File: config.mk
export PLATFORM = sky130hd
export DESIGN_NAME = tgr_front_flat
export DESIGN_NICKNAME = d
export VERILOG_FILES = /design/src/rtl/core/tgr_pkg.sv /design/src/rtl/core/tgr_in_if.sv /design/src/rtl/core/tgr_front.sv /design/src/flat_wrapper.sv
export SDC_FILE = /design/constraint.sdc
export NUM_CORES = 1
export LEC_CHECK = 0
export ABC_AREA = 1
export BUFFER_PORTS_ARGS = -buffer_cell sky130_fd_sc_hd__buf_4
export CAP_MARGIN = 20
export CORE_ASPECT_RATIO = 2
export CORE_MARGIN = 4
export CORE_UTILIZATION = 38
export DETAILED_ROUTE_END_ITERATION = 16
export HOLD_SLACK_MARGIN = 0.1
export PLACE_DENSITY = 0.65
export SLEW_MARGIN = 0
export SYNTH_ARGS = -nofsm -noshare
export SYNTH_HDL_FRONTEND = slang
export SYNTH_SLANG_ARGS = --single-unit
File: constraint.sdc
create_clock -name i_clk -period 16.3 [get_ports i_clk]
set_clock_uncertainty 0.15 [all_clocks]
set_input_delay 3.26 -clock i_clk [delete_from_list [all_inputs] [get_ports i_clk]]
set_output_delay 3.26 -clock i_clk [all_outputs]
set_load 0.1 [all_outputs]
File: src/rtl/core/tgr_pkg.sv
package tgr_pkg;

    // Defaults for the top-level parameters
    localparam int FONT_BYTES_DEF  = 8192;
    localparam int GLYPH_ROWS_DEF  = 16;
    localparam int QUEUE_DEPTH_DEF = 4;

    // Fixed glyph width in pixels
    localparam int GLYPH_WIDTH = 8;

    // Field widths
    localparam int CMD_W    = 2;
    localparam int CHAR_W   = 8;
    localparam int FADDR_W  = 13;
    localparam int BYTE_W   = 8;
    localparam int OFF_W    = 32;
    localparam int SW_W     = 13;
    localparam int PITCH_W  = 14;
    localparam int STRIDE_W = 6;
    localparam int CX_W     = 13;
    localparam int CY_W     = 16;
    localparam int CFG_IDX_W  = 2;
    localparam int CFG_DATA_W = 32;

    // Glyph base is char_code * glyph_stride
    localparam int BASE_W = CHAR_W + STRIDE_W;
    // Font address as carried in the queue, wide enough for the largest store
    localparam int JOB_ADDR_W = 14;

    typedef enum logic [CMD_W-1:0] {
        CMD_LOAD    = 2'd0,
        CMD_DRAW    = 2'd1,
        CMD_NEWLINE = 2'd2,
        CMD_RSVD    = 2'd3
    } t_cmd;

    typedef enum logic [CFG_IDX_W-1:0] {
        CFG_SCREEN_WIDTH = 2'd0,
        CFG_PITCH        = 2'd1,
        CFG_GLYPH_STRIDE = 2'd2,
        CFG_DRAW_COLOR   = 2'd3
    } t_cfg_idx;

    typedef enum logic {
        ST_IDLE = 1'b0,
        ST_DRAW = 1'b1
    } t_back_state;

    // One unit of work for the back end: a font store write or a glyph draw
    typedef struct packed {
        logic                  is_draw;
        logic [JOB_ADDR_W-1:0] addr;
        logic [BYTE_W-1:0]     data;
        logic [OFF_W-1:0]      off;
    } t_job;

endpackage

File: src/rtl/core/tgr_in_if.sv
interface tgr_in_if;
    import tgr_pkg::*;

    logic               valid;
    logic               ready;
    logic [CMD_W-1:0]   cmd;
    logic [CHAR_W-1:0]  char_code;
    logic [FADDR_W-1:0] font_addr;
    logic [BYTE_W-1:0]  font_byte;

    modport source (output valid, output cmd, output char_code, output font_addr,
                    output font_byte, input ready);
    modport sink   (input valid, input cmd, input char_code, input font_addr,
                    input font_byte, output ready);
endinterface

File: src/rtl/core/tgr_front.sv
module tgr_front #(
    parameter int FONT_BYTES = tgr_pkg::FONT_BYTES_DEF,
    parameter int GLYPH_ROWS = tgr_pkg::GLYPH_ROWS_DEF
) (
    input  logic                         i_clk,
    input  logic                         i_rst_n,
    tgr_in_if.sink                       i_item,
    input  logic [tgr_pkg::SW_W-1:0]     i_screen_width,
    input  logic [tgr_pkg::PITCH_W-1:0]  i_pitch,
    input  logic [tgr_pkg::STRIDE_W-1:0] i_glyph_stride,
    input  logic                         i_q_full,
    output logic                         o_q_push,
    output tgr_pkg::t_job                o_q_job
);
    import tgr_pkg::*;

    localparam int FOLD_W = JOB_ADDR_W + 1;
    localparam int PROD_W = CY_W + PITCH_W;

    logic [CX_W-1:0] r_cursor_x, n_cursor_x;
    logic [CY_W-1:0] r_cursor_y, n_cursor_y;

    logic            accept;
    t_cmd            cmd;
    logic [BASE_W-1:0] base;
    logic [PROD_W-1:0] prod;
    logic [CX_W-1:0]   step_x;

    // Reduce a font address into the store; inputs stay below four store sizes
    function automatic logic [JOB_ADDR_W-1:0] fold(input logic [FOLD_W-1:0] v);
        logic [FOLD_W-1:0] t;
        t = v;
        for (int k = 0; k < 3; k++) begin
            if (t >= FOLD_W'(FONT_BYTES)) begin
                t = t - FOLD_W'(FONT_BYTES);
            end
        end
        fold = t[JOB_ADDR_W-1:0];
    endfunction

    assign i_item.ready = !i_q_full;
    assign accept = i_item.valid && !i_q_full;
    assign cmd    = t_cmd'(i_item.cmd);
    assign base   = BASE_W'(i_item.char_code) * BASE_W'(i_glyph_stride);
    assign prod   = PROD_W'(r_cursor_y) * PROD_W'(i_pitch);
    assign step_x = r_cursor_x + CX_W'(GLYPH_WIDTH);

    always_comb begin
        n_cursor_x       = r_cursor_x;
        n_cursor_y       = r_cursor_y;
        o_q_push         = 1'b0;
        o_q_job.is_draw  = 1'b0;
        o_q_job.addr     = fold(FOLD_W'(i_item.font_addr));
        o_q_job.data     = i_item.font_byte;
        o_q_job.off      = OFF_W'(prod) + OFF_W'(r_cursor_x);
        if (accept) begin
            unique case (cmd)
                CMD_LOAD: begin
                    o_q_push = 1'b1;
                end
                CMD_DRAW: begin
                    o_q_push        = 1'b1;
                    o_q_job.is_draw = 1'b1;
                    o_q_job.addr    = fold(FOLD_W'(base));
                    if ((SW_W + 1)'(step_x) + (SW_W + 1)'(GLYPH_WIDTH)
                            > (SW_W + 1)'(i_screen_width)) begin
                        n_cursor_x = '0;
                        n_cursor_y = r_cursor_y + CY_W'(GLYPH_ROWS);
                    end else begin
                        n_cursor_x = step_x;
                    end
                end
                CMD_NEWLINE: begin
                    n_cursor_x = '0;
                    n_cursor_y = r_cursor_y + CY_W'(GLYPH_ROWS);
                end
                CMD_RSVD: begin
                end
            endcase
        end
    end

    always_ff @(posedge i_clk) begin
        if (!i_rst_n) begin
            r_cursor_x <= '0;
            r_cursor_y <= '0;
        end else begin
            r_cursor_x <= n_cursor_x;
            r_cursor_y <= n_cursor_y;
        end
    end
endmodule

File: src/flat_wrapper.sv
// flat-port wrapper written by rule: the top's interface ports become plain ports
module tgr_front_flat import tgr_pkg::*;
#(
    parameter int FONT_BYTES = tgr_pkg::FONT_BYTES_DEF,
    parameter int GLYPH_ROWS = tgr_pkg::GLYPH_ROWS_DEF
)
  (i_clk, i_rst_n, i_screen_width, i_pitch, i_glyph_stride, i_q_full, o_q_push, o_q_job, i_item_valid, i_item_cmd, i_item_char_code, i_item_font_addr, i_item_font_byte, i_item_ready);
  tgr_in_if i_item_i ();
  input  logic i_clk;
  input  logic i_rst_n;
  input  logic [tgr_pkg::SW_W-1:0] i_screen_width;
  input  logic [tgr_pkg::PITCH_W-1:0] i_pitch;
  input  logic [tgr_pkg::STRIDE_W-1:0] i_glyph_stride;
  input  logic i_q_full;
  output logic o_q_push;
  output tgr_pkg::t_job o_q_job;
  input wire logic [$bits(i_item_i.valid)-1:0] i_item_valid;
  input wire logic [$bits(i_item_i.cmd)-1:0] i_item_cmd;
  input wire logic [$bits(i_item_i.char_code)-1:0] i_item_char_code;
  input wire logic [$bits(i_item_i.font_addr)-1:0] i_item_font_addr;
  input wire logic [$bits(i_item_i.font_byte)-1:0] i_item_font_byte;
  output wire logic [$bits(i_item_i.ready)-1:0] i_item_ready;
  assign i_item_i.valid = i_item_valid;
  assign i_item_i.cmd = i_item_cmd;
  assign i_item_i.char_code = i_item_char_code;
  assign i_item_i.font_addr = i_item_font_addr;
  assign i_item_i.font_byte = i_item_font_byte;
  assign i_item_ready = i_item_i.ready;
  tgr_front #(.FONT_BYTES(FONT_BYTES), .GLYPH_ROWS(GLYPH_ROWS)) u_core (.i_clk(i_clk), .i_rst_n(i_rst_n), .i_item(i_item_i), .i_screen_width(i_screen_width), .i_pitch(i_pitch), .i_glyph_stride(i_glyph_stride), .i_q_full(i_q_full), .o_q_push(o_q_push), .o_q_job(o_q_job));
endmodule
Yosys cells after proc, flatten, opt, wreduce, memory -nomap -nowiden
Cells that the tools add are included.
{ "word_totals": {"ff_bits": 29, "latchBits": 0, "ramBits": 0, "mem_bits_ro": 0, "inputBits": 68, "output_inout_bits": 57, "word_cells": 40, "memories": 0} }
{ "op_classes": {"addsub": 7, "mul": 2, "div_mod_pow": 0, "magnitude_cmp": 4, "eq_ne": 3, "shift": 0, "n_mux": 15, "bitwise_logic": 0, "reduce_logical": 7} }
{ "op_table": {"columns": ["cell", "n"], "rows": [
  ["2-to-1 mux 15 bit", 8],
  ["one-hot mux 16 bit (2 select lines)", 1],
  ["adder 30 x 13 -> 31 bit", 1],
  [">= comparator 15 x 14 -> 1 bit, second input constant", 2],
  ["multiplier 16 x 14 -> 30 bit", 1],
  ["one-hot mux 13 bit (2 select lines)", 1],
  ["adder 16 x 5 -> 16 bit, second input constant", 1],
  ["2-to-1 mux 16 bit", 1],
  ["subtractor 14 x 14 -> 15 bit, second input constant", 1],
  ["subtractor 15 x 14 -> 15 bit, second input constant", 1],
  ["adder 13 x 4 -> 14 bit, second input constant", 1],
  [">= comparator 14 bit, second input constant", 1],
  ["greater-than comparator 14 x 13 -> 1 bit", 1],
  ["multiplier 8 x 6 -> 14 bit", 1],
  ["2-to-1 mux 14 bit", 1],
  ["subtractor 14 bit, second input constant", 1],
  ["adder 13 x 4 -> 13 bit, second input constant", 1],
  ["2-to-1 mux 13 bit", 1],
  ["AND reduction 3 bit", 1],
  ["== test 2 x 1 -> 1 bit, second input constant", 1],
  ["== test 2 bit, second input constant", 1],
  ["zero test 2 bit", 1],
  ["2-to-1 mux 1 bit", 2],
  ["!= test 2 x 1 -> 1 bit, second input constant", 1],
  ["5 further kinds", 5]
]} }

Longest topological paths before layout
{ "logic_depth": {"depth_word": 13, "mapped_depth": 24, "ltp_nobuf": 22} }

Worst setup path before layout
Ideal clock, no wire load.
{ "synth_timing": {"kind": "in2out", "from": "input port i_pitch[4] (netlist name)", "to": "output port o_q_job[27] (netlist name)", "t_arrival_ns": 9.256, "t_required_ns": 12.890, "path_slack_ns": 3.634, "cell_stages": 21, "path_buffers": 1, "cell_sequence": "clkbuf_1 -> nand2_1 -> fa_1 -> inv_1 -> fa_1 -> inv_1 -> fa_1 -> inv_1 -> fa_1 -> fa_1 -> fa_1 -> ha_1 -> nand2_1 -> nor2_1 -> nand2_1 -> nand2_1 -> nand2_1 -> nand3_1 -> nand3_1 -> nand3_1 -> xor2_1"} }
{ "synth_lines": {"columns": ["element", "line_no", "rtl"], "rows": [
  ["from (decl)", "flat_wrapper.sv:12", "input logic [tgr_pkg::PITCH_W-1:0] i_pitch;"],
  ["to (decl)", "flat_wrapper.sv:16", "output tgr_pkg::t_job o_q_job;"]
]} }

==> impl_metrics.env <==
export IMPL_hold_viol=0
export IMPL_cp_end_kind="primary output"
export IMPL_hp_class="reg2reg"
export IMPL_netlist_area_mm2=0.00980
export IMPL_fmax_ghz=0.0830
export IMPL_clkTransAtPathRegs_ps=60
export IMPL_synth_warnings=0
export IMPL_maxCapViolCount=0
export IMPL_vias=8556
export IMPL_ys_seq_area_share_pct=4.49
export IMPL_antenna_found_initial=0
export IMPL_syn_avg_cell_area_um2=7.16
export IMPL_ios=125
export IMPL_syn_to_final_growth_pct=10.2
export IMPL_instances_no_fill=1752
export IMPL_drive_gt1_share_pct=8.62
export IMPL_dp_hpwl_mm=22.6
export IMPL_htreeDepth=1
export IMPL_finalWeightedCongestion=0.933
export IMPL_clock_latency_ps=260
export IMPL_setup_ws_ps=4250
export IMPL_cp_cell_sequence="buf_4, nand2_1, fa_1, inv_1, fa_1, inv_1, fa_1, inv_1, ha_1, inv_1, fa_1, inv_1, fa_1, ha_1, a21oi_1, o21ai_0, nand2_1, nand2_1, a31oi_1, o21ai_0, xor2_1, buf_4"
export IMPL_post_drt_via_cell_ratio=4.88
export IMPL_dp_worst_setup_slack_ps=4250
export IMPL_drcViolationCount=0
export IMPL_nFillCells=2647
export IMPL_nets=1772
export IMPL_power_switching_mw=0.164
export IMPL_seqCellArea_um2=440
export IMPL_cp_slowest_stage_delay_ps=580
export IMPL_start_util_pct=38.8
export IMPL_antennaDiodeCount=0
export IMPL_gr_usage_all_layers_pct=18.4
export IMPL_critical_path_class="in2out"
export IMPL_peakVddDrop_uv=29.7
export IMPL_die_h_um=235
export IMPL_drv_slew=0
export IMPL_syn_inst=1370
export IMPL_io_buffer_count=103
export IMPL_cts_max_path_buffers=2
export IMPL_grt_max_degree=24
export IMPL_cts_buffers=3
export IMPL_die_w_um=122
export IMPL_grt_overflow_total=0
export IMPL_ant_nets=0
export IMPL_grt_pass1_wl_mm=42.6
export IMPL_clock_sinks=22
export IMPL_dieArea_mm2=0.0286
export IMPL_final_setup_viol_count=0
export IMPL_synth_edf_count=0
export IMPL_first_global_vias=9150
export IMPL_fin_tns_setup_ps=0
export IMPL_rsz0062_at_grt="no"
export IMPL_dp_cells=1748
export IMPL_crit_required_ps=12890
export IMPL_synthFlopType="dfxtp_1"
export IMPL_cp_slowest_cell="fa_1"
export IMPL_p_leak_nw=6.85
export IMPL_cts_hold_buf=0
export IMPL_pwr_share_seq_pct=16.5
export IMPL_num_rows=82
export IMPL_critPathTopFamily="adder cells"
export IMPL_post_cts_buffers=0
export IMPL_cp_max_fo=12
export IMPL_critPathArrivalTime_ps=8640
export IMPL_async_reset_ff_share_pct=0
export IMPL_cts_tree="built"
export IMPL_ctsResizeCount=0
export IMPL_core_mm2=0.0252
export IMPL_drt_pass1_iter_count=4
export IMPL_hold_worst_slack_ps=341
export IMPL_pwr_share_comb_pct=62.3
export IMPL_path_buf_inv=7
export IMPL_worst_slew_margin_rel_pct=38.9
export IMPL_status="complete, no violations"
export IMPL_p_sw_share_pct=49.2
export IMPL_timing_final_crit_share_pct=73.9
export IMPL_power_share_clock_pct=21.2
export IMPL_wl_per_cell_um=14.8
export IMPL_cts_root_buf="clkbuf_16"
export IMPL_fin_crit_ps=12050
export IMPL_worst_setup_path_start_kind="primary input"
export IMPL_power_per_cell_area_mw_per_mm2=30.8
export IMPL_drtIter0Drc=242
export IMPL_intPower_mw=0.169
export IMPL_routed_wl_mm=25.9
export IMPL_multi_input_area_mm2=0.00769
export IMPL_synth_cell_types=40
export IMPL_worstMarginPinSlew_ps=915
export IMPL_synth_seq_cells=22
-- cells in the mapped netlist, drive strengths merged, types with 3 or more instances --
cell type,count,area [um2]
nand2,361,1360
a21oi,49,245
fa,152,3040
xor2,32,288
nand4,18,113
clkbuf,46,173
ha,135,1690
nor3,9,45.0
o21ai,23,115
inv,360,1350
dfxtp,22,440
a31oi,5,31.3
xnor2,8,70.1
buf,21,155
o21bai,5,37.5
mux2i,3,30.0
a21o,6,45.0
nor2,53,221
nand3,45,243
-- cell families after synthesis --
group           Yosys count  synth area share, %
xor+xnor                 40                 3.65
simple gates            494                 20.7
mux                       3                0.306
buf+inv                 429                 17.2
fa+ha+maj               287                 48.3
compound gates           94                 5.31
other cells               1               0.0383
flops                    22                 4.49
-- layout by cell type, fill, tap and decap left out, drive strengths merged, types with 6 or more instances in the layout --
master	netlist	layout
buf	21	105
nor3	9	9
fa	152	152
ha	135	135
nand4	18	18
nand3	45	45
nand2	361	361
inv	360	360
nor2	53	53
a21o	6	6
dfxtp	22	22
xor2	32	32
o21ai	23	23
a21oi	49	49
xnor2	8	8
-- power by group through the flow --
stage          clock network, mW  registers (mW)  logic, mW
6_report                  0.0704          0.0547      0.207
5_1_grt                   0.0732          0.0548      0.232
4_1_cts                   0.0723          0.0547      0.210
3_5_place_dp                   0          0.0559      0.209
3_3_place_gp                   0          0.0559      0.206
2_1_floorplan                  0          0.0556      0.165
-- state kept, by name, summed over array words and instances, names as in the netlist --
name	flops
u_core.r_cursor_x	10
u_core.r_cursor_y	12
-- path summary, 6_finish.rpt --
| path | endpoint | start | slack (ps) | depth (start not counted) |
|---|---|---|---|---|
| hold / removal | u_core.r_cursor_x[12]$_SDFFE_PN0P_ | u_core.r_cursor_x[12]$_SDFFE_PN0P_ | 340 | 2 |
| setup / recovery | o_q_job[21] | i_pitch[4] | 4250 | 22 |
| setup reg to reg | u_core.r_cursor_y[5]$_SDFFE_PN0P_ | u_core.r_cursor_x[3]$_SDFFE_PN0P_ | 12640 | 17 |
| hold reg to reg | u_core.r_cursor_x[12]$_SDFFE_PN0P_ | u_core.r_cursor_x[12]$_SDFFE_PN0P_ | 340 | 2 |
-- tightest hold or removal path, stage by stage, from the launching register on --
cell and delay [ps]:
dfxtp_1 320, nand2_1 60, a21oi_1 60
-- routing by layer --
| layer | global-route usage (%) | share of wire (%) | up-vias |
|---|---|---|---|
| li1 | - | - | 4122 |
| met1 | 17.5 | 33 | 4137 |
| met2 | 38.3 | 59 | 211 |
| met3 | 1.11 | 3.4 | 86 |
| met4 | 8.13 | 4.7 | 0 |
| met5 | 0 | 0 | - |
-- stage by stage --
stage / utilization, % / cell area [um2] / power (mW)
detailed placement: 42.4 / 10700 / 0.265
global placement: 42.4 / 10700 / 0.262
CTS: 42.8 / 10800 / 0.337
floorplan: - / 9820 / 0.220
finish: 42.8 / 10800 / 0.332
global route: 42.8 / 10800 / 0.360
-- final cells by class --
cell class	instances	share of cell area, %
inverter	362	12.6
multi-input combinational	923	71.2
clock inverter	1	0.278
clock buffer	3	0.695
tap	336	3.89
timing repair buffer	105	7.30
sequential	22	4.08
Power figures use the tool's default switching activity.
