===== config.mk =====
export PLATFORM = sky130hd
export DESIGN_NAME = tgr_fifo
export DESIGN_NICKNAME = d
export VERILOG_FILES = /design/src/rtl/core/tgr_fifo.sv
export SDC_FILE = /design/constraint.sdc
export NUM_CORES = 1
export LEC_CHECK = 0
export BUFFER_PORTS_ARGS = -buffer_cell sky130_fd_sc_hd__buf_2
export CORE_ASPECT_RATIO = 1.1
export CORE_MARGIN = 2
export CORE_UTILIZATION = 25
export CTS_BUF_LIST = sky130_fd_sc_hd__clkbuf_4
export DETAILED_ROUTE_END_ITERATION = 8
export PLACE_DENSITY_LB_ADDON = 0.25
export SYNTH_ARGS = -nofsm -noshare
export SYNTH_HDL_FRONTEND = slang
export SYNTH_SLANG_ARGS = --single-unit

===== constraint.sdc =====
create_clock -name i_clk -period 2.4 [get_ports i_clk]
set_input_delay 0.12 -clock i_clk [delete_from_list [all_inputs] [get_ports i_clk]]
set_output_delay 0.12 -clock i_clk [all_outputs]
set_load 0.01 [all_outputs]

===== src/rtl/core/tgr_fifo.sv =====
module tgr_fifo #(
    parameter int WIDTH = 8,
    parameter int DEPTH = 4
) (
    input  logic             i_clk,
    input  logic             i_rst_n,
    input  logic             i_push,
    input  logic [WIDTH-1:0] i_wdata,
    input  logic             i_pop,
    output logic [WIDTH-1:0] o_rdata,
    output logic             o_full,
    output logic             o_empty
);
    localparam int PW = (DEPTH > 1) ? $clog2(DEPTH) : 1;
    localparam int CW = $clog2(DEPTH + 1);

    logic [WIDTH-1:0] r_data [DEPTH];
    logic [PW-1:0]    r_wr_ptr, r_rd_ptr;
    logic [CW-1:0]    r_count;

    logic do_push, do_pop;

    assign o_full  = (r_count == CW'(DEPTH));
    assign o_empty = (r_count == '0);
    assign do_push = i_push && !o_full;
    assign do_pop  = i_pop && !o_empty;
    assign o_rdata = r_data[r_rd_ptr];

    function automatic logic [PW-1:0] ptr_inc(input logic [PW-1:0] p);
        ptr_inc = (p == PW'(DEPTH - 1)) ? '0 : p + 1'b1;
    endfunction

    always_ff @(posedge i_clk) begin
        if (!i_rst_n) begin
            r_wr_ptr <= '0;
            r_rd_ptr <= '0;
            r_count  <= '0;
        end else begin
            if (do_push) begin
                r_wr_ptr <= ptr_inc(r_wr_ptr);
            end
            if (do_pop) begin
                r_rd_ptr <= ptr_inc(r_rd_ptr);
            end
            if (do_push && !do_pop) begin
                r_count <= r_count + 1'b1;
            end else if (do_pop && !do_push) begin
                r_count <= r_count - 1'b1;
            end
        end
    end

    always_ff @(posedge i_clk) begin
        if (do_push) begin
            r_data[r_wr_ptr] <= i_wdata;
        end
    end

    a_no_push_full: assert property (@(posedge i_clk) disable iff (!i_rst_n)
        i_push |-> !o_full)
        else $error("push into full queue");

    a_count_up: assert property (@(posedge i_clk) disable iff (!i_rst_n)
        (do_push && !do_pop) |=> r_count == $past(r_count) + 1'b1)
        else $error("queue count did not advance on push");
endmodule


Word level (Yosys, flattened, before mapping). Memory sizes are Yosys's and may differ from the RTL's. A register that Yosys moved wholly into a read port is not among the register bits. Cells that the tools add are included.

Memories kept: 1. Output and inout port bits: 10. Flip-flop bits (word level): 7. Word-level logic and storage cells: 29. Bits in writable memories: 32.

Memories: r_data (depth 4, bits a word 8, rd ports 1, clocked after Yosys merged registers in 1, write ports 1, RTL line 17) `logic [WIDTH-1:0] r_data [DEPTH];`.

Equality and inequality tests: 3. Reduce and logical (&&, ||, !) cells: 10. Add/subtract/negate cells: 4. Mux-type cells: 8.

Operator list (number): $mux W2 (4); $mux W3 (2); $add A2 B1 Y2 const B (2); $eq A2 B2 Y1 const B (2); $logic_and A1 B1 Y1 (4); $logic_not A1 Y1 (4); $add A3 B1 Y3 const B (1); $eq A3 B3 Y1 const B (1); $logic_not A3 Y1 (1); $sub A3 B1 Y3 const B (1); $mux W1 (2); $reduce_bool A2 Y1 (1).

Logic depth before layout (Yosys ltp). Gate-level depths: netlist of run 1.

Word-level depth: 7. Depth in mapped cells: 9. Gate-level depth less buffers: 8.

Least setup slack after synthesis of run 1. No wires, ideal clock.

Path type: reg2reg. Start point: reg r_count[0]. End point: reg r_count[2]. Setup slack: 0.307 ns. Arrival time: 2.017 ns. Data required time: 2.324 ns. Setup time: 0.076 ns. Path buffers: 0. Stages on the path, launching flop included: 8. Path through: dfxtp_1 o31ai_1 ha_1 inv_1 fa_1 xor2_1 or3_1 a21boi_0.

Longest elaborated chain between the ends: 6. Elaborated cells on any way between the ends: 15. Classes of those cells: add/sub: 2; eq/ne: 1; mux: 2; reduce/logical: 10.

RTL lines: start: declaration (RTL line 19) `logic [CW-1:0] r_count;`; start signal: assignment (RTL line 46) `r_count <= r_count + 1'b1;`; start signal: assignment (RTL line 48) `r_count <= r_count - 1'b1;`; branches (longest 6 deep; another with $sub A3 B1 Y3).

Several ways; the timed one is not identified. The select of a mux whose other input is x is not followed. A chain may end at the register's enable or synchronous reset.

Worst setup path in the final report of run 1. Same ends and word-level chain as after synthesis.

==> impl_results.md, run 1 <==
* Sort of element at the start of the critical path: flip-flop
* Data arrival, critical path at 2.48 ns
* Root Buffer Master: sky130_fd_sc_hd__clkbuf_4
* Leakage power at between 0.7 and 0.8 nW
* Die extent in x at around 81 um
* Maxcap violations at 0
* Worst Hold Endpoint: r_wr_ptr[0]
* Prevailing post-synth register cell: sky130_fd_sc_hd__edfxtp_1
* Number of cells traversed by the worst register-to-register path at 7
* Worst setup timing slack at the placement stage at approximately 0.21 ns
* Area leader, netlist: sky130_fd_sc_hd__edfxtp_1
* Global route overflow at 0
* Setup slack after layout at 0.1693 ns
* Post-synthesis instance total at 93
* Slew @ Worst Pin at between 0.5 and 0.6 ns
* Avg Cell Area, Syn at roughly 18 sq um
* Clock network latency to the later pin of the worst-skew pair at approximately 0.34 ns
* Final critical-path required period at roughly 2.2 ns
* FF-to-FF setup slack at 0.17 ns
* R2r startpoint: r_count[0]
* Port Buffers at 21
* Pin count of the biggest net entering global routing at 14
* Sum of routed wire length over all layers at approximately 2.7 mm
* Setup skew after layout at roughly 0.008 ns
* Mapped Area at around 0.0016 sq mm
* Initial cell density of the core at a little over a quarter
* TritonCTS clock tree: done
* Total clock buffers created by CTS at 5
* RSZ-0062 raised after global routing: no
* Fraction of synthesis flops using an asynchronous set or reset pin at 0%
* Hold Path Cell Cnt at 3
* Result of the run: finished, final reports clean
* Die footprint at between 0.007 and 0.008 sq mm
* Vias in the first global route at between 900 and 1000
* Share of layout cells above drive strength 1 at 30.47%
* Cell total after placement at roughly 190
* Post-synthesis net count at 112
* Max clock buf depth at 2
* Most instantiated cells after synthesis: sky130_fd_sc_hd__edfxtp_1, sky130_fd_sc_hd__dfxtp_1, sky130_fd_sc_hd__mux4_2
* Detailed-route wire length per cell at 12.75 um
* Type of the most critical hold path: input pin to flip-flop
* Post-route cell area at about 0.002 sq mm
* Unique masters post-synth at 23
* Antenna fix cells at 0
* Worst supply voltage drop on vdd at slightly above 0.0004 V
* R2R Path End: r_count[2]
* Residual DRC at 0
* Grt met1 use at under 10%
* DIE HEIGHT at around 89 um
* Number of H-tree levels at 2
* Placer congestion estimate at slightly above 0.6
* Number of synthesized register bits at 41
* Top cells by area, synth: sky130_fd_sc_hd__edfxtp_1, sky130_fd_sc_hd__dfxtp_1, sky130_fd_sc_hd__mux4_2
* Number of cells upsized or downsized after cts at 0
* Initial antenna violation count at 0
* Initial detailed-routing violation count at 88
* Placed standard-cell area at between 0.0015 and 0.002 sq mm
* Portion of synthesized cell area occupied by the leading cell type at about 60%
* Max-slew headroom at between 60% and 70%
* Number of enable-type register cells in the synthesized netlist at 32
* Sequential element share of the synthesized area at between 60% and 70%
* Area of the core at just over 0.006 sq mm
* Number of search-and-repair iterations in the first detailed-routing pass at 4
* Required time of the critical path at roughly 2.7 ns
* Wire length of the first global-routing pass at 4.574 mm
* Setup CP Type: flip-flop to flip-flop
* Critical Path End Type: flip-flop
* Fmax at around 450 MHz
* Routing usage on met2 at roughly 16%
* Leading cell type by number of instances after synthesis: sky130_fd_sc_hd__edfxtp_1
* Clock edge transition at the registers on the reported setup and hold paths at 0.11 ns
* Util after Layout at a little under a third
* Global-route track usage on met3 at around 3.9%
* Antenna Nets Post-Route at 0
* Worst hold path startpoint: i_rst_n
* Detail Placement HPWL at 1.871 mm
* Via/cell ratio at approximately 4.2
* Largest driver fanout on the critical path at 5
* Row cnt at 30
* Clock sink count at 41
* Most congested layer reported by global routing: met2
* Synthesis-to-finish area growth at 20.72%
* Final-layout setup total negative slack at 0 ns
* Fraction of the cycle the final worst path needs at just over 90%
* Final count of negative-setup-slack endpoints at 0
* Number of vias after detailed routing at 878
* Final instance count without filler cells at 208
* IO Pins at 22
* Number of setup buffers added after CTS at 0
* Number of pins with negative max-slew slack in the final report at 0
* Post-layout net count at around 150
* Power density relative to cell area at between 800 and 900 mW/mm^2
* Count of endpoints failing hold in the final timing report at 0
* Synthesis Warnings at 0
* Global Route Usage Sum at under 10%
* Crit path from: r_count[0]
* Hold bufs inserted after CTS at 8
## through the flow
stage | power [mW] | hold slack [ns]
after CTS | 1.797 | 0.1124
after global routing | 1.902 | 0.1075
final | 1.765 | 0.1206
after detailed placement | 1.465 | 0.3399
after floorplan | 1.291 | 0.2189
after global placement | 1.435 | 0.3334
## final cells by class
cell class | count | area (sq um)
clock buffer | 5 | 37.54
clock inverter | 3 | 17.52
fill | 647 | 4263
inverter | 3 | 11.26
multi-input combinational | 45 | 460.4
sequential | 41 | 1141
tap | 80 | 100.1
timing repair buffer | 31 | 200.2
## flip-flops by register name, indices dropped and copies added (netlist names), named ones only
| name | count |
|---|---|
| r_count | 3 |
| r_rd_ptr | 2 |
| r_wr_ptr | 2 |
| r_data | 32 |
## worst max-delay path by stage
stage | endpoint | depth (start not counted)
after floorplan | r_count[2] | 7
after global placement | r_count[2] | 7
after detailed placement | r_count[2] | 7
after CTS | r_count[2] | 7
after global routing | r_count[2] | 8
final | r_count[2] | 7
## power breakdown
group / switching [mW] / internal, mW
clock: 0.212 / 0.111
combinational: 0.217 / 0.257
sequential: 0.0945 / 0.873
total: 0.523 / 1.24
## worst max-delay path, cell delays in order, from the launching register on
cell	delay, ns
sky130_fd_sc_hd__dfxtp_1	0.40
sky130_fd_sc_hd__o31ai_1	0.34
sky130_fd_sc_hd__ha_1	0.26
sky130_fd_sc_hd__inv_1	0.06
sky130_fd_sc_hd__fa_1	0.38
sky130_fd_sc_hd__xor2_1	0.16
sky130_fd_sc_hd__or3_1	0.31
sky130_fd_sc_hd__a21boi_0	0.25
## layer usage
layer | part of all wire [%] | routed length [um]
met5 | 0 | 0
met3 | 6.6 | 175
met2 | 52 | 1368
met1 | 41 | 1096
met4 | 0.38 | 10
## layout by cell type, fill, tap and decap left out, types with 2 or more instances in the layout
cell type | Yosys | layout
sky130_fd_sc_hd__buf_2 | 2 | 21
sky130_fd_sc_hd__mux2i_1 | 3 | 3
sky130_fd_sc_hd__ha_1 | 6 | 6
sky130_fd_sc_hd__dlygate4sd3_1 | 0 | 8
sky130_fd_sc_hd__edfxtp_1 | 32 | 32
sky130_fd_sc_hd__buf_4 | 0 | 2
sky130_fd_sc_hd__nor2b_1 | 2 | 2
sky130_fd_sc_hd__nor2_1 | 2 | 2
sky130_fd_sc_hd__nand3_1 | 2 | 2
sky130_fd_sc_hd__inv_1 | 3 | 3
sky130_fd_sc_hd__mux4_2 | 8 | 8
sky130_fd_sc_hd__clkbuf_4 | 0 | 5
sky130_fd_sc_hd__and2_1 | 5 | 5
sky130_fd_sc_hd__nand2_1 | 6 | 6
sky130_fd_sc_hd__o21ai_0 | 3 | 3
sky130_fd_sc_hd__dfxtp_1 | 9 | 9
## cell families after synthesis
| logic type | after synthesis | synth area share (%) |
|---|---|---|
| and+or+nand+nor | 20 | 6.600 |
| AOI/OAI and AO/OA | 5 | 1.842 |
| adders and majority gates | 7 | 5.833 |
| DFF | 41 | 69.99 |
| muxes | 11 | 12.89 |
| xor gates and xnor gates | 2 | 1.075 |
| buffers and inverters | 7 | 1.765 |
No activity file was read; power rests on OpenSTA's default activity.
==> inputs of run 2 (changes only) <==
Settings changed: CORE_MARGIN 2 to 4.
==> run 2 against run 1 <==
- clock power shrank 4%
- hold slack gained 0.0038 ns
- maximum frequency grew 1.9%
- combinational power grew 2%
- total power is essentially flat
- first-iteration DRC count shrank 61%
- non-clock buffer count is the same
- setup slack gained 0.042 ns
- clock-buffer cell count is the same
- cell count shrank 0.48%
- critical endpoint unchanged
- largest cell class unchanged
- highest routed layer unchanged
==> impl_results.md, run 2 (synthesis gave the netlist of run 1 again) <==
* Result of the run: finished, final reports clean (unchanged)
* Clock network latency to the later pin of the worst-skew pair at 0.33 ns (was 0.34 ns)
* Final-layout setup total negative slack at 0 ns (unchanged)
* Antenna Nets Post-Route at 0 (unchanged)
* Antenna fix cells at 0 (unchanged)
* Type of the most critical hold path: input pin to flip-flop (unchanged)
* Total Power Consumption at 1.767 mW (was 1.765 mW)
* RSZ-0062 raised after global routing: no (unchanged)
* Vias in the first global route at 997 (was 978)
* IO Pins at 22 (unchanged)
* Flip-flop count of the largest register, all copies and words added at 32 (unchanged)
* Sort of element at the start of the critical path: flip-flop (unchanged)
* Global route overflow at 0 (unchanged)
* Clock sink count at 41 (unchanged)
* Row cnt at 30 (unchanged)
* Initial detailed-routing violation count at 34 (was 88)
* Final count of negative-setup-slack endpoints at 0 (unchanged)
* Share of layout cells above drive strength 1 at 30.71% (was 30.47%)
* R2r startpoint: r_count[1] (was r_count[0])
* Count of endpoints failing hold in the final timing report at 0 (unchanged)
* Most frequent standard cell in the layout excluding fill and tap cells: sky130_fd_sc_hd__edfxtp_1 (unchanged)
* Root Buffer Master: sky130_fd_sc_hd__clkbuf_4 (unchanged)
* Total clock buffers created by CTS at 5 (unchanged)
* Commonest non-fill, non-tap cells in the layout: sky130_fd_sc_hd__edfxtp_1, sky130_fd_sc_hd__buf_2, sky130_fd_sc_hd__dfxtp_1 (unchanged)
* Detailed-route wire length per cell at 13.92 um (was 12.75 um)
* Area of the core at 0.006269 sq mm (was 0.006231 sq mm)
* Number of search-and-repair iterations in the first detailed-routing pass at 3 (was 4)
* Cell total after placement at 192 (unchanged)
* Slew @ Worst Pin at 0.5798 ns (was 0.5471 ns)
* Registers with the most flip-flops: r_data: 32 flops, r_count: 3 flops (unchanged)
* Fraction of the cycle the final worst path needs at 91.20% (was 92.95%)
* Number of H-tree levels at 2 (unchanged)
* Setup CP Type: flip-flop to flip-flop (unchanged)
* Die footprint at 0.007879 sq mm (was 0.007184 sq mm)
* FF-to-FF setup slack at 0.21 ns (was 0.17 ns)
* Final instance count without filler cells at 207 (was 208)
* Via/cell ratio at 4.193 (was 4.221)
* Data arrival, critical path at 2.43 ns (was 2.48 ns)
* Placer congestion estimate at 0.6736 (was 0.6210)
* Die extent in x at 85.00 um (was 81.00 um)
* Hold Path Cell Cnt at 3 (unchanged)
* Detail Placement HPWL at 2.067 mm (was 1.871 mm)
* TritonCTS clock tree: done (unchanged)
* Port Buffers at 21 (unchanged)
* Maxcap violations at 0 (unchanged)
* Sum of routed wire length over all layers at 2.881 mm (was 2.651 mm)
* Register bank with the most flops: r_data (unchanged)
* Clock edge transition at the registers on the reported setup and hold paths at 0.11 ns (about the same)
* Global Route Usage Sum at 8.204% (was 8.756%)
* Leakage power at 0.6987 nW (was 0.7072 nW)
* Initial antenna violation count at 0 (unchanged)
* Worst setup timing slack at the placement stage at 0.1141 ns (was 0.2114 ns)
* Number of pins with negative max-slew slack in the final report at 0 (unchanged)
* Setup skew after layout at 0.01159 ns (was 0.007938 ns)
* Setup slack after layout at 0.2113 ns (was 0.1693 ns)
* Residual DRC at 0 (unchanged)
* Worst hold path startpoint: i_rst_n (unchanged)
* Initial cell density of the core at 26.01% (was 26.16%)
* Max clock buf depth at 2 (unchanged)
* Number of cells traversed by the worst register-to-register path at 7 (unchanged)
* Power density relative to cell area at 898.1 mW/mm^2 (was 896.7 mW/mm^2)
* Number of vias after detailed routing at 868 (was 878)
* R2R Path End: r_count[2] (unchanged)
* Required time of the critical path at 2.64 ns (was 2.65 ns)
* Largest driver fanout on the critical path at 5 (unchanged)
* Fmax at 456.9 MHz (was 448.3 MHz)
* Pin count of the biggest net entering global routing at 13 (was 14)
* Critical Path End Type: flip-flop (unchanged)
* Worst Hold Endpoint: r_wr_ptr[0] (unchanged)
* Synthesis-to-finish area growth at 20.64% (was 20.72%)
* Max-slew headroom at 61.29% (was 63.48%)
* Post-layout net count at 146 (unchanged)
* Final critical-path required period at 2.189 ns (was 2.231 ns)
* Worst supply voltage drop on vdd at 0.0003900 V (was 0.0004022 V)
* DIE HEIGHT at 92.70 um (was 88.70 um)
* Wire length of the first global-routing pass at 4.843 mm (was 4.574 mm)
==> run 2: cell count changes in the layout (fill, tap and decap cells not counted) <==
| cell | before | now |
|---|---|---|
| sky130_fd_sc_hd__clkinv_2 | 1 | 0 |
| sky130_fd_sc_hd__clkinv_4 | 1 | 0 |
| sky130_fd_sc_hd__clkinvlp_4 | 0 | 1 |
| sky130_fd_sc_hd__o31ai_1 | 1 | 0 |
| sky130_fd_sc_hd__o31ai_2 | 0 | 1 |
==> run 2: final cells by class <==
| class | count | area, sq um |
|---|---|---|
| Clock buffer | 5 | 37.54 |
| Inverter | 3 | 11.26 |
| Sequential cell | 41 | 1141 |
| Multi-Input combinational cell | 45 | 465.4 |
| Fill cell | 629 | 4302 |
| Timing Repair Buffer | 31 | 200.2 |
| Tap cell | 80 | 100.1 |
| Clock inverter | 2 | 11.26 |
==> run 2: power breakdown <==
part,total (mW),switching (mW),internal [mW]
registers,0.975,0.101,0.873
logic,0.482,0.223,0.259
clock network,0.310,0.204,0.105
total,1.77,0.529,1.24
==> run 2: per-layer routing <==
layer | GRT usage (%) | vias to the layer above | part of all wire [%]
met3 | 2.669 | 7 | 5.0
met4 | 3.562 | 0 | 1.4
met5 | 0 | - | 0
li1 | - | 414 | -
met1 | 8.927 | 426 | 40
met2 | 14.44 | 21 | 53
==> run 2: worst max-delay path by stage <==
stage	startpoint	endpoint
final	r_count[1]	r_count[2]
after CTS	r_count[0]	r_count[2]
after detailed placement	r_count[0]	r_count[2]
after global routing	r_count[0]	r_count[2]
after global placement	r_count[0]	r_count[2]
after floorplan	r_count[0]	r_count[2]
==> run 2: metrics by stage <==
step	util (%)	cell area [sq um]	hold WS (ns)
global placement	29.24	1833	0.3331
global route	31.38	1967	0.1111
CTS	31.30	1962	0.1113
floorplan	-	1630	0.2189
detailed placement	29.24	1833	0.3420
finish	31.38	1967	0.1244
==> run 2: what timing repair did <==
item,4_1_cts,5_1_grt
buffers inserted,0,0
endpoints found under the setup margin,0,1
hold buffers,8,0
gates resized for setup,0,1
hold endpoints to repair,30,0
==> run 2: critical path: stages, from the launching register on <==
cell                       delay, ns
sky130_fd_sc_hd__dfxtp_1        0.39
sky130_fd_sc_hd__o31ai_2        0.34
sky130_fd_sc_hd__ha_1           0.25
sky130_fd_sc_hd__inv_1          0.06
sky130_fd_sc_hd__fa_1           0.37
sky130_fd_sc_hd__xor2_1         0.16
sky130_fd_sc_hd__or3_1          0.31
sky130_fd_sc_hd__a21boi_0       0.23
==> inputs of run 3 (changes only) <==
==> constraint.sdc (replaced) <==
create_clock -name i_clk -period 2.4 [get_ports i_clk]
set_input_delay 0.48 -clock i_clk [delete_from_list [all_inputs] [get_ports i_clk]]
set_output_delay 0.48 -clock i_clk [all_outputs]
set_load 0.01 [all_outputs]
==> run 3 against run 2 <==
- sequential share of layout area rose by 2.2 points
- clock skew rose by 0.0045 ns
- hold slack improved by 0.22 ns
- global-route usage decreased by 0.43 points
- utilization is 1.1 points lower
- non-clock buffer count shrank 7
==> impl_results.md, run 3 (synthesis gave the netlist of run 1 again) <==
* Result of the run: finished, final reports clean (unchanged)
* Type of the most critical hold path: input pin to flip-flop (unchanged)
* Clock network latency to the later pin of the worst-skew pair at 0.34 ns (was 0.33 ns)
* RSZ-0062 raised after global routing: no (unchanged)
* Root Buffer Master: sky130_fd_sc_hd__clkbuf_4 (unchanged)
* Standard cell with the maximum stage delay on the critical path: sky130_fd_sc_hd__dfxtp_1 (unchanged)
* Initial detailed-routing violation count at 25 (was 34)
* Area of the core at 0.006269 sq mm (unchanged)
* Pin count of the biggest net entering global routing at 14 (was 13)
* Worst supply voltage drop on vdd at 0.0004207 V (was 0.0003900 V)
* Detailed-route wire length per cell at 13.69 um (was 13.92 um)
* Placer congestion estimate at 0.6879 (was 0.6736)
* Leakage power at 0.6790 nW (was 0.6987 nW)
* Port Buffers at 21 (unchanged)
* Number of setup buffers added after CTS at 0 (unchanged)
* Uppermost metal layer occupied by signal nets: met4 (unchanged)
* Max-slew headroom at 69.73% (was 61.29%)
* Clock power frac at 18.4% (was 17.5%)
* Sum of routed wire length over all layers at 2.752 mm (was 2.881 mm)
* Number of H-tree levels at 2 (unchanged)
* Maxcap violations at 0 (unchanged)
* Fraction of the cycle the final worst path needs at 91.59% (was 91.20%)
* Hold bufs inserted after CTS at 0 (was 8)
* Antenna Nets Post-Route at 0 (unchanged)
* Initial antenna violation count at 0 (unchanged)
* Data arrival, critical path at 2.45 ns (was 2.43 ns)
* Combinational Power Share at 28.6% (was 27.3%)
* Register bank with the most flops: r_data (unchanged)
* Clock sink count at 41 (unchanged)
* Max clock buf depth at 2 (unchanged)
* Internal power component at 1.242 mW (was 1.237 mW)
* Die footprint at 0.007879 sq mm (unchanged)
* Fmax at 454.9 MHz (was 456.9 MHz)
* Slew @ Worst Pin at 0.4541 ns (was 0.5798 ns)
* Critical Path End Type: flip-flop (unchanged)
* Wire length of the first global-routing pass at 4.581 mm (was 4.843 mm)
* TritonCTS clock tree: done (unchanged)
* Hold slack final at 0.3458 ns (was 0.1244 ns)
* FILL cells at 609 (was 629)
* Antenna fix cells at 0 (unchanged)
* Routed length on met1 at 1.165 mm (was 1.158 mm)
* Number of vias after detailed routing at 840 (was 868)
* Number of cells upsized or downsized after cts at 0 (unchanged)
* Flip-flop count of the largest register, all copies and words added at 32 (unchanged)
* FF-to-FF setup slack at 0.20 ns (was 0.21 ns)
* Initial cell density of the core at 26.01% (unchanged)
* DIE HEIGHT at 92.70 um (unchanged)
* Met3 WL post-DR at 143 um (unchanged)
* Switching Fraction at 29.93% (was 29.95%)
* Clock edge transition at the registers on the reported setup and hold paths at 0.13 ns (was 0.11 ns)
* Cells along the critical path: o31ai_1, ha_1, inv_1, fa_1, xor2_1, or3_1, a21boi_0 (was o31ai_2, ha_1, inv_1, fa_1, xor2_1, or3_1, a21boi_0)
* Max stage delay on crit path at 0.38 ns (was 0.39 ns)
* Registers with the most flip-flops: r_data: 32 flops, r_count: 3 flops (unchanged)
* Setup skew after layout at 0.01610 ns (was 0.01159 ns)
* Count of endpoints failing hold in the final timing report at 0 (unchanged)
* Power density relative to cell area at 935.3 mW/mm^2 (was 898.1 mW/mm^2)
* Sequential cell fraction of total power at 53.0% (was 55.2%)
* Met2 wirelength from detailed routing at 1.412 mm (was 1.538 mm)
* Via/cell ratio at 4.179 (was 4.193)
* Setup CP Type: flip-flop to flip-flop (unchanged)
* Final critical-path required period at 2.198 ns (was 2.189 ns)
* Global route overflow at 0 (unchanged)
* Required time of the critical path at 2.65 ns (was 2.64 ns)
* Number of pins with negative max-slew slack in the final report at 0 (unchanged)
* Most frequent standard cell in the layout excluding fill and tap cells: sky130_fd_sc_hd__edfxtp_1 (unchanged)
* Final-layout setup total negative slack at 0 ns (unchanged)
* Residual DRC at 0 (unchanged)
* Final count of negative-setup-slack endpoints at 0 (unchanged)
* Power spent charging and discharging nets at 530.6 uW (was 529.1 uW)
* Total clock buffers created by CTS at 5 (unchanged)
* IO Pins at 22 (unchanged)
* Sort of element at the start of the critical path: flip-flop (unchanged)
* Number of search-and-repair iterations in the first detailed-routing pass at 2 (was 3)
* Largest driver fanout on the critical path at 5 (unchanged)
* Share of layout cells above drive strength 1 at 33.06% (was 30.71%)
* Commonest non-fill, non-tap cells in the layout: sky130_fd_sc_hd__edfxtp_1, sky130_fd_sc_hd__buf_2, sky130_fd_sc_hd__dfxtp_1 (unchanged)
* Post-layout net count at 139 (was 146)
* Detail Placement HPWL at 1.981 mm (was 2.067 mm)
* Die extent in x at 85.00 um (unchanged)
* Global Route Usage Sum at 7.774% (was 8.204%)
* Synthesis-to-finish area growth at 16.27% (was 20.64%)
* Vias in the first global route at 917 (was 997)
* Row cnt at 30 (unchanged)
-- run 3: cell count changes in the layout (fill, tap and decap cells not counted), sizes merged --
cell / delta
buf: +1
dlygate4sd3: -8
clkinv: +2
clkinvlp: -1
-- run 3: power by group through the flow --
| stage | Sequential (mW) | Combinational (mW) | Clock [mW] |
|---|---|---|---|
| final | 0.939 | 0.508 | 0.326 |
| after global routing | 0.955 | 0.577 | 0.387 |
| after CTS | 0.941 | 0.526 | 0.342 |
| after detailed placement | 0.958 | 0.524 | 0 |
| after global placement | 0.949 | 0.504 | 0 |
| after floorplan | 0.931 | 0.361 | 0 |
-- run 3: per-stage QoR --
stage / setup slack, ns / total power, mW / utilization, % / instances / area, sq um
floorplan: 0.3071 / 1.291 / - / 93 / 1630
global placement: 0.3968 / 1.452 / 29.36 / 193 / 1841
detailed placement: 0.2420 / 1.481 / 29.36 / 193 / 1841
CTS: 0.2140 / 1.809 / 30.24 / 201 / 1896
global route: 0.007611 / 1.919 / 30.24 / 201 / 1896
finish: 0.2018 / 1.773 / 30.24 / 201 / 1896
-- run 3: worst paths after layout --
kind	start	endpoint	cells past startpoint
worst max register to register	r_count[1]	r_count[2]	7
worst min-delay path	i_wdata[5]	r_data[0][5]	1
worst min register to register	r_wr_ptr[1]	r_wr_ptr[1]	2
worst max-delay path	r_count[1]	r_count[2]	7
-- run 3: layout make-up --
class / count / area, sq um / area share [%]
Timing Repair Buffer: 24 / 127.6 / 6.733
Clock buffer: 5 / 37.54 / 1.980
Inverter: 3 / 11.26 / 0.5941
Multi-Input combinational cell: 45 / 460.4 / 24.29
Tap cell: 80 / 100.1 / 5.281
Clock inverter: 3 / 17.52 / 0.9241
Sequential cell: 41 / 1141 / 60.20
-- run 3: layer usage --
layer  up-vias  global-route usage [%]
met3         4                   2.669
li1        403                       -
met5         -                       0
met2        19                   13.34
met1       414                   8.762
met4         0                   3.166
-- run 3: worst max-delay path, delay by kind of cell (launching register included) --
kind            cells  cell delay (ns)
fa+ha+maj           2             0.65
compound gates      2             0.56
flops               1             0.38
simple gates        1             0.30
xor+xnor            1             0.16
buf+inv             1             0.07
